$ cat src/rtl/plt_pkg.sv
// types and constants of the peer liveness table
`default_nettype none

package plt_pkg;

  localparam int IP_W       = 32;
  localparam int PORT_W     = 16;
  localparam int TIME_W     = 16;
  localparam int RND_W      = 8;
  localparam int MOD_STEP_W = $clog2(RND_W);
  localparam int MASK_W     = 10;
  localparam int IDX_OUT_W  = 4;
  localparam int CNT_OUT_W  = 4;

  typedef enum logic [1:0] {
    OP_HELLO = 2'd0,
    OP_PONG  = 2'd1,
    OP_TICK  = 2'd2,
    OP_PICK  = 2'd3
  } op_t;

  typedef enum logic [2:0] {
    STAT_ADDED     = 3'd0,
    STAT_REFRESHED = 3'd1,
    STAT_FULL      = 3'd2,
    STAT_NOT_FOUND = 3'd3,
    STAT_PICKED    = 3'd4,
    STAT_NONE      = 3'd5,
    STAT_TICK      = 3'd6
  } status_t;

  typedef enum logic [2:0] {
    S_IDLE,
    S_MOD,
    S_SCAN,
    S_END,
    S_DONE
  } state_t;

  typedef struct packed {
    op_t                operation;
    logic [IP_W-1:0]    peer_ip;
    logic [PORT_W-1:0]  peer_port;
    logic [RND_W-1:0]   random_value;
  } plt_req_t;

  typedef struct packed {
    status_t              status;
    logic [IDX_OUT_W-1:0] entry_index;
    logic [IP_W-1:0]      entry_ip;
    logic [PORT_W-1:0]    entry_port;
    logic [MASK_W-1:0]    expired_mask;
    logic [CNT_OUT_W-1:0] live_count;
  } plt_rsp_t;

  typedef struct packed {
    logic [IP_W-1:0]   ip;
    logic [PORT_W-1:0] port;
    logic [TIME_W-1:0] last_seen;
  } plt_entry_t;

  typedef struct packed {
    logic capture;
    logic mod_step;
    logic scan;
    logic finish;
    logic load;
  } plt_cmd_t;

  typedef struct packed {
    logic hit;
    logic scan_done;
    logic mod_last;
    logic none_active;
    logic out_busy;
  } plt_sts_t;

endpackage

`default_nettype wire

$ cat src/rtl/plt_ctrl.sv
// sequencer of the peer liveness table
`default_nettype none

module plt_ctrl
  import plt_pkg::*;
(
  input  logic     clk,
  input  logic     rst,
  input  logic     req_valid,
  input  op_t      req_op,
  output logic     req_stall,
  output plt_cmd_t cmd,
  input  plt_sts_t sts
);

  state_t state;
  state_t state_next;

  always_ff @(posedge clk) begin
    if (rst) begin
      state <= S_IDLE;
    end else begin
      state <= state_next;
    end
  end

  always_comb begin
    state_next = state;
    unique case (state)
      S_IDLE: begin
        if (req_valid) begin
          if (req_op == OP_PICK) begin
            state_next = sts.none_active ? S_END : S_MOD;
          end else begin
            state_next = S_SCAN;
          end
        end
      end
      S_MOD: begin
        if (sts.mod_last) state_next = S_SCAN;
      end
      S_SCAN: begin
        if (sts.hit || sts.scan_done) state_next = S_END;
      end
      S_END: begin
        state_next = S_DONE;
      end
      S_DONE: begin
        if (!sts.out_busy) state_next = S_IDLE;
      end
      default: begin
        state_next = S_IDLE;
      end
    endcase
  end

  always_comb begin
    cmd       = '0;
    req_stall = 1'b1;
    unique case (state)
      S_IDLE: begin
        req_stall   = 1'b0;
        cmd.capture = req_valid;
      end
      S_MOD: begin
        cmd.mod_step = 1'b1;
      end
      S_SCAN: begin
        cmd.scan = 1'b1;
      end
      S_END: begin
        cmd.finish = 1'b1;
      end
      S_DONE: begin
        cmd.load = !sts.out_busy;
      end
      default: begin
        req_stall = 1'b1;
      end
    endcase
  end

endmodule

`default_nettype wire

$ cat src/rtl/plt_datapath.sv
// slot memory, scan pipeline, remainder unit and result register
`default_nettype none

module plt_datapath
  import plt_pkg::*;
#(
  parameter int TABLE_DEPTH = 10
) (
  input  logic              clk,
  input  logic              rst,
  input  plt_req_t          req_item,
  input  logic              cfg_valid,
  input  logic [TIME_W-1:0] cfg_data,
  input  plt_cmd_t          cmd,
  output plt_sts_t          sts,
  input  logic              rsp_stall,
  output logic              rsp_valid,
  output plt_rsp_t          rsp_item
);

  localparam int IW = (TABLE_DEPTH > 1) ? $clog2(TABLE_DEPTH) : 1;
  localparam int CW = $clog2(TABLE_DEPTH + 1);
  localparam logic [CW-1:0] DEPTH_C = CW'(TABLE_DEPTH);

  // configuration and table state
  logic [TIME_W-1:0]      timeout;
  logic [TIME_W-1:0]      time_now;
  logic [CW-1:0]          used;
  logic [CW-1:0]          act_cnt;
  logic [TABLE_DEPTH-1:0] active;
  plt_entry_t             mem [TABLE_DEPTH];

  // captured item
  op_t               op_q;
  logic [IP_W-1:0]   ip_q;
  logic [PORT_W-1:0] port_q;

  // scan pipeline
  logic [CW-1:0] idx;
  logic [CW-1:0] chk_idx;
  logic          chk_vld;
  plt_entry_t    rd_data;

  // remainder unit, rem doubles as the pick countdown
  logic [CW-1:0]         rem;
  logic [RND_W-1:0]      sh;
  logic [MOD_STEP_W-1:0] mod_left;

  // result being built
  logic              found;
  status_t           res_status;
  logic [IW-1:0]     res_index;
  logic [IP_W-1:0]   res_ip;
  logic [PORT_W-1:0] res_port;
  logic [MASK_W-1:0] res_mask;

  logic              rd_en;
  logic              eval;
  logic              slot_act;
  logic              match;
  logic [TIME_W-1:0] elapsed;
  logic              expire;
  logic              hit_c;
  logic              append;
  logic [CW:0]       mod_t;
  logic              mod_ge;
  logic [CW-1:0]     rem_next;
  logic              mem_we;
  logic [IW-1:0]     mem_waddr;
  plt_entry_t        mem_wdata;

  assign rd_en    = cmd.scan && (idx < used);
  assign eval     = cmd.scan && chk_vld;
  assign slot_act = active[chk_idx[IW-1:0]];
  assign match    = (rd_data.ip == ip_q) && (rd_data.port == port_q);
  assign elapsed  = time_now - rd_data.last_seen;
  assign expire   = slot_act && (elapsed > timeout);

  always_comb begin
    hit_c = 1'b0;
    unique case (op_q)
      OP_HELLO: hit_c = match;
      OP_PONG:  hit_c = slot_act && match;
      OP_TICK:  hit_c = 1'b0;
      OP_PICK:  hit_c = slot_act && (rem == '0);
      default:  hit_c = 1'b0;
    endcase
  end

  assign append = cmd.finish && (op_q == OP_HELLO) && !found && (used != DEPTH_C);

  // one restoring step of random_value modulo active count
  assign mod_t    = {rem, sh[RND_W-1]};
  assign mod_ge   = mod_t >= {1'b0, act_cnt};
  assign rem_next = mod_ge ? CW'(mod_t - {1'b0, act_cnt}) : mod_t[CW-1:0];

  assign sts.hit         = eval && hit_c;
  assign sts.scan_done   = !chk_vld && (idx >= used);
  assign sts.mod_last    = (mod_left == '0);
  assign sts.none_active = (act_cnt == '0);
  assign sts.out_busy    = rsp_valid && rsp_stall;

  assign mem_we    = (eval && hit_c && (op_q == OP_HELLO || op_q == OP_PONG)) || append;
  assign mem_waddr = append ? used[IW-1:0] : chk_idx[IW-1:0];
  assign mem_wdata = append ? {ip_q, port_q, time_now}
                            : {rd_data.ip, rd_data.port, time_now};

  always_ff @(posedge clk) begin
    if (mem_we) mem[mem_waddr] <= mem_wdata;
    if (rd_en) rd_data <= mem[idx[IW-1:0]];
  end

  always_ff @(posedge clk) begin
    if (rst) begin
      idx     <= '0;
      chk_vld <= 1'b0;
    end else if (cmd.capture) begin
      idx     <= '0;
      chk_vld <= 1'b0;
    end else if (cmd.scan) begin
      chk_vld <= rd_en;
      if (rd_en) idx <= idx + 1'b1;
    end
  end

  always_ff @(posedge clk) begin
    if (rd_en) chk_idx <= idx;
  end

  always_ff @(posedge clk) begin
    if (rst) begin
      timeout   <= TIME_W'(1);
      time_now  <= '0;
      used      <= '0;
      act_cnt   <= '0;
      active    <= '0;
      rsp_valid <= 1'b0;
    end else begin
      if (cfg_valid) timeout <= cfg_data;
      if (cmd.capture && req_item.operation == OP_TICK) time_now <= time_now + 1'b1;
      if (eval && op_q == OP_HELLO && hit_c) begin
        active[chk_idx[IW-1:0]] <= 1'b1;
        if (!slot_act) act_cnt <= act_cnt + 1'b1;
      end
      if (eval && op_q == OP_TICK && expire) begin
        active[chk_idx[IW-1:0]] <= 1'b0;
        act_cnt <= act_cnt - 1'b1;
      end
      if (append) begin
        active[used[IW-1:0]] <= 1'b1;
        act_cnt <= act_cnt + 1'b1;
        used    <= used + 1'b1;
      end
      if (cmd.load) begin
        rsp_valid <= 1'b1;
      end else if (!rsp_stall) begin
        rsp_valid <= 1'b0;
      end
    end
  end

  always_ff @(posedge clk) begin
    if (cmd.capture) begin
      op_q       <= req_item.operation;
      ip_q       <= req_item.peer_ip;
      port_q     <= req_item.peer_port;
      rem        <= '0;
      sh         <= req_item.random_value;
      mod_left   <= MOD_STEP_W'(RND_W - 1);
      found      <= 1'b0;
      res_status <= STAT_TICK;
      res_index  <= '0;
      res_ip     <= '0;
      res_port   <= '0;
      res_mask   <= '0;
    end
    if (cmd.mod_step) begin
      rem      <= rem_next;
      sh       <= sh << 1;
      mod_left <= mod_left - 1'b1;
    end
    if (eval) begin
      if (hit_c) begin
        found      <= 1'b1;
        res_index  <= chk_idx[IW-1:0];
        if (op_q == OP_PICK) begin
          res_status <= STAT_PICKED;
          res_ip     <= rd_data.ip;
          res_port   <= rd_data.port;
        end else begin
          res_status <= STAT_REFRESHED;
        end
      end else if (op_q == OP_PICK && slot_act) begin
        rem <= rem - 1'b1;
      end
      if (op_q == OP_TICK && expire) begin
        res_mask <= res_mask | (MASK_W'(1) << chk_idx);
      end
    end
    if (cmd.finish) begin
      case (op_q)
        OP_HELLO: begin
          if (!found) begin
            if (used == DEPTH_C) begin
              res_status <= STAT_FULL;
            end else begin
              res_status <= STAT_ADDED;
              res_index  <= used[IW-1:0];
            end
          end
        end
        OP_PONG: begin
          if (!found) res_status <= STAT_NOT_FOUND;
        end
        OP_TICK: begin
          res_status <= STAT_TICK;
        end
        OP_PICK: begin
          if (!found) res_status <= STAT_NONE;
        end
        default: begin
          res_status <= STAT_TICK;
        end
      endcase
    end
    if (cmd.load) begin
      rsp_item.status       <= res_status;
      rsp_item.entry_index  <= IDX_OUT_W'(res_index);
      rsp_item.entry_ip     <= res_ip;
      rsp_item.entry_port   <= res_port;
      rsp_item.expired_mask <= res_mask;
      rsp_item.live_count   <= CNT_OUT_W'(act_cnt);
    end
  end

endmodule

`default_nettype wire

$ cat src/rtl/peer_liveness_table.sv
// top level of the peer liveness table
`default_nettype none

// peer liveness table: keeps up to TABLE_DEPTH peers, each an address, a
// port, an active flag and the tick of its last refresh. one item is taken
// at a time; req_stall is high from the cycle after an item is accepted until
// its result has been placed in the output register, and a finished result
// waits there under rsp_stall while the next item is already accepted.
// hello, pong and tick scan the used slots in order, and a hello or pong
// that hits ends the scan early; pick first runs the bit-serial remainder
// of random_value by the active count and then scans up to the chosen
// active slot, and a pick with no active peer skips both. the slot scan
// reads the slot memory one entry per cycle. active flags live in
// flip-flops cleared by reset, so no clearing pass is needed. the timeout
// register may be written at any time through cfg_valid (cfg_ready is
// always high) but is meant to change only while the table is idle.

module peer_liveness_table
  import plt_pkg::*;
#(
  parameter int TABLE_DEPTH = 10
) (
  input  logic              clk,
  input  logic              rst,
  // request items
  input  logic              req_valid,
  output logic              req_stall,
  input  plt_req_t          req_item,
  // result items
  output logic              rsp_valid,
  input  logic              rsp_stall,
  output plt_rsp_t          rsp_item,
  // timeout register write
  input  logic              cfg_valid,
  output logic              cfg_ready,
  input  logic [TIME_W-1:0] cfg_data
);

  plt_cmd_t cmd;
  plt_sts_t sts;

  // the register write never waits
  assign cfg_ready = 1'b1;

  // sequencer: accept, remainder, scan, finish, hand off
  plt_ctrl u_ctrl (
    .clk       (clk),
    .rst       (rst),
    .req_valid (req_valid),
    .req_op    (req_item.operation),
    .req_stall (req_stall),
    .cmd       (cmd),
    .sts       (sts)
  );

  // slot memory, active flags, counters and output register
  plt_datapath #(
    .TABLE_DEPTH (TABLE_DEPTH)
  ) u_datapath (
    .clk       (clk),
    .rst       (rst),
    .req_item  (req_item),
    .cfg_valid (cfg_valid && cfg_ready),
    .cfg_data  (cfg_data),
    .cmd       (cmd),
    .sts       (sts),
    .rsp_stall (rsp_stall),
    .rsp_valid (rsp_valid),
    .rsp_item  (rsp_item)
  );

endmodule

`default_nettype wire

$ cat config.mk
export PLATFORM = sky130hd
export DESIGN_NAME = peer_liveness_table
export DESIGN_NICKNAME = d
export VERILOG_FILES = /design/src/rtl/plt_pkg.sv /design/src/rtl/plt_ctrl.sv /design/src/rtl/plt_datapath.sv /design/src/rtl/peer_liveness_table.sv
export SDC_FILE = /design/constraint.sdc
export NUM_CORES = 1
export LEC_CHECK = 0
export ABC_AREA = 1
export ABC_CLOCK_PERIOD_IN_PS = 7520
export BUFFER_PORTS_ARGS = -buffer_cell sky130_fd_sc_hd__buf_2
export CAP_MARGIN = 40
export CORE_ASPECT_RATIO = 1.75
export CORE_MARGIN = 10
export CORE_UTILIZATION = 50
export CTS_CLUSTER_SIZE = 40
export DETAILED_ROUTE_END_ITERATION = 10
export GPL_TIMING_DRIVEN = 1
export PLACE_DENSITY_LB_ADDON = 0.05
export REMOVE_ABC_BUFFERS = 1
export SYNTH_ARGS = -nofsm -noshare
export SYNTH_HDL_FRONTEND = slang
export SYNTH_SLANG_ARGS = --single-unit
$ cat constraint.sdc
create_clock -name clk -period 7.52 [get_ports clk]
set_clock_uncertainty 0.1 [all_clocks]
set_input_delay 1.128 -clock clk [delete_from_list [all_inputs] [get_ports clk]]
set_output_delay 1.128 -clock clk [all_outputs]
set_load 0.005 [all_outputs]
==> impl_metrics.tcl <==
set metrics [dict create \
    slew_viol_final 0 \
    peakVddDrop_mv 0.206 \
    cts_hold_buf 0 \
    crit_top_cell "nor2_1" \
    firstDrtPassIters 8 \
    pre_cts_slack_ns 2.62 \
    tightest_slew_ns 1.05 \
    switchingPower_w 0.00278 \
    yosysUniqueCellTypes 51 \
    crit_type "reg2reg" \
    worst_ep_arrival_time_ns 5.39 \
    grt_max_degree 146 \
    place_congestion 0.928 \
    synth_edf_count 837 \
    vias 25700 \
    place_inst 4334 \
    cts-root-buf "clkbuf_16" \
    rsz0062_at_grt "no" \
    p_int_w 0.00901 \
    coreArea_sq_mm 0.0775 \
    critPathTopFamily "simple AND/OR/NAND/NOR gates" \
    antenna_found_initial 0 \
    ys_warn_count 0 \
    synth_seq_cells 967 \
    async_flop_share_pct 0 \
    start_util_pct 50.4 \
    final_nets 3541 \
    fin_crit_sh_pct 65.7 \
    p_seq_share_pct 52.0 \
    setup_slack_ns 2.58 \
    hold_class "reg2reg" \
    synth-seq-area-share_pct 71.0 \
    relSlewSlack_pct 29.1 \
    syn_inst 3253 \
    die-area_sq_mm 0.0902 \
    synth-main-ff-cell "edfxtp_1" \
    worst-path-buf-inv 2 \
    fin_area_sq_mm 0.0443 \
    rows 135 \
    grtUsageTotal_pct 22.0 \
    drtIter0Drc 1863 \
    max_freq_mhz 203 \
    crit_path_end_kind "register" \
    synth.most_common_cell "edfxtp_1" \
    p_sw_share_pct 23.6 \
    path_clk_slew_ns 0.06 \
    syn_avg_cell_area_sq_um 12.0 \
    htreeDepth 3 \
    synth_common_cells "edfxtp_1, o21ai_0, nor2_1, nand2_1, inv_1" \
    via_per_inst 5.70 \
    drive_above_1_share_pct 12.4 \
    crit_chain "inv_1 -> ha_1 -> fa_1 -> o21ai_0 -> nand4_1 -> nand3_1 -> a21oi_1 -> nor2_1 -> nor2_1 -> xor2_1 -> ha_1 -> nand2_1 -> nor2_1 -> nand2_1 -> inv_1 -> a31oi_1 -> nand3_1 -> nor2_2 -> nor2_2 -> a21oi_1 -> nor2_1" \
    dpl_cell_area_sq_mm 0.0412 \
    synthTopCellsByArea "edfxtp_1, o21ai_0, dfxtp_1" \
    critPathMaxFanout 14 \
    cts_resized 0 \
    cpPeakStageDelay_ns 0.55 \
    grt_overflow 0 \
    layout_min_cycle_time_ns 4.94 \
    cts_setup_buffers 0 \
    cp_data_required_time_ns 7.97 \
    syn2layout_area_growth_pct 13.4 \
    clkPwrFrac_pct 39.8 \
    cpMaxStageDelayCell "dfxtp_1" \
    clock_path_buffers 3 \
    post-route-util_pct 57.1 \
    hpwlAfterDp_um 58300 \
    comb_power_share_pct 8.2 \
    synthesis.area_sq_mm 0.0391 \
    status "completed" \
    finalHoldViolations 0 \
    route.detailed.drc 0 \
    wl_per_cell_um 22.3 \
    grt_pass1_wl_um 151000 \
    setup_viol 0 \
    start_kind "register" \
    cts_buffers 88 \
    final_cells 4511 \
    synth_top_area_cell "edfxtp_1" \
    power.leakage_nw 15.5 \
    port_buffers 149 \
    die_w_um 231 \
    clkLatencyLatePin_ns 0.67 \
    cts_tree "done" \
    worst_hold_slack_ns 0.327 \
    cts_sinks 967 \
    die_h_um 390 \
    power_density_mw_per_mm2 266 \
    maxCapViolCount 0 \
    ant_nets 0 \
    wirelength_um 101000 \
    grt_pass1_vias 25200 \
    synth_top_area_share_pct 64.3 \
    pin_count 151 \
]
-- layout by cell type (no fill, tap or decap), types with 9 or more instances in the layout --
cell type	synthesis	routed
edfxtp_1	837	837
o21ai_0	527	527
nor2_1	439	431
nand2_1	354	354
inv_1	222	219
buf_2	19	185
dfxtp_1	130	126
nand3_1	111	111
clkbuf_16	0	91
a21oi_1	80	79
o221ai_1	79	79
o22ai_1	51	51
ha_1	51	51
o211ai_1	50	50
buf_4	1	34
xnor2_1	30	30
clkinv_2	0	19
o21ai_1	19	19
xor2_1	17	17
clkinv_1	2	13
bufinv_16	0	12
nor2_4	3	11
nand4_1	10	10
clkbuf_1	121	10
nor2_2	9	9
nor3_1	12	9
-- through the flow --
stage | total power, W | setup TNS (ns)
6_report | 0.0118 | 0
5_1_grt | 0.0122 | 0
4_1_cts | 0.0119 | 0
3_5_place_dp | 0.00722 | 0
3_3_place_gp | 0.00717 | 0
2_1_floorplan | 0.00681 | -521.00
-- layer usage --
metal | routed length [um] | global-route usage [%]
met1 | 40700 | 27.2
met3 | 5910 | 3.64
met2 | 51300 | 38.4
met4 | 2800 | 7.59
met5 | 0 | 0
-- worst reg2reg max path, stage by stage, from the launching register on --
cell and delay [ns]:
dfxtp_1 0.55, inv_1 0.16, ha_1 0.27, fa_1 0.43
o21ai_0 0.44, nand4_1 0.15, nand3_1 0.16, a21oi_1 0.08
nor2_1 0.08, nor2_1 0.05, xor2_1 0.17, ha_1 0.25
nand2_1 0.08, nor2_1 0.05, nand2_1 0.05, inv_1 0.04
a31oi_1 0.53, nand3_1 0.17, nor2_2 0.54, nor2_2 0.18
a21oi_1 0.22, nor2_1 0.08
-- sequential cells by signal, summed over array words and instances (netlist names), 4 cells and up --
| signal | cells |
|---|---|
| u_datapath.mem | 640 |
| u_datapath.rsp_item | 69 |
| u_datapath.rd_data | 64 |
| u_datapath.ip_q | 32 |
| u_datapath.res_ip | 32 |
| u_datapath.port_q | 16 |
| u_datapath.res_port | 16 |
| u_datapath.time_now | 16 |
| u_datapath.timeout | 16 |
| u_datapath.active | 10 |
| u_datapath.res_mask | 10 |
| u_datapath.sh | 8 |
| u_datapath.act_cnt | 4 |
| u_datapath.chk_idx | 4 |
| u_datapath.idx | 4 |
| u_datapath.rem | 4 |
| u_datapath.res_index | 4 |
| u_datapath.used | 4 |
-- power by group through the flow --
| stage | clock network (W) | registers, W | logic (W) |
|---|---|---|---|
| 2_1_floorplan | 0 | 0.00623 | 0.000580 |
| 3_3_place_gp | 0 | 0.00625 | 0.000923 |
| 3_5_place_dp | 0 | 0.00625 | 0.000967 |
| 4_1_cts | 0.00478 | 0.00614 | 0.000972 |
| 5_1_grt | 0.00499 | 0.00615 | 0.00108 |
| 6_report | 0.00469 | 0.00614 | 0.000965 |
-- cell families after synthesis --
family	synth area share (%)
flops	71.0
simple gates	10.2
compound gates	12.0
buf+inv	4.01
fa+ha+maj	1.74
xor+xnor	1.05
other cells	0.00960
-- path summary, 6_finish.rpt --
kind | startpoint | end | slack, ns | cells past startpoint
worst min register to register | u_datapath.res_status[2] | u_datapath.rsp_item[68] | 0.33 | 0
worst min-delay path | u_datapath.res_status[2] | u_datapath.rsp_item[68] | 0.33 | 0
worst max register to register | u_datapath.time_now[0] | u_datapath.act_cnt[1] | 2.58 | 21
worst max-delay path | u_datapath.time_now[0] | u_datapath.act_cnt[1] | 2.58 | 21
-- final cells by class --
cell class / instances / area [sq um]
clock inverter: 55 / 612
fill: 6319 / 33200
sequential: 967 / 27700
inverter: 230 / 877
timing repair buffer: 232 / 1470
antenna: 1 / 2.50
multi-input combinational: 1890 / 9870
clock buffer: 109 / 2420
tap: 1027 / 1280
No activity file was read; power rests on OpenSTA's default activity.
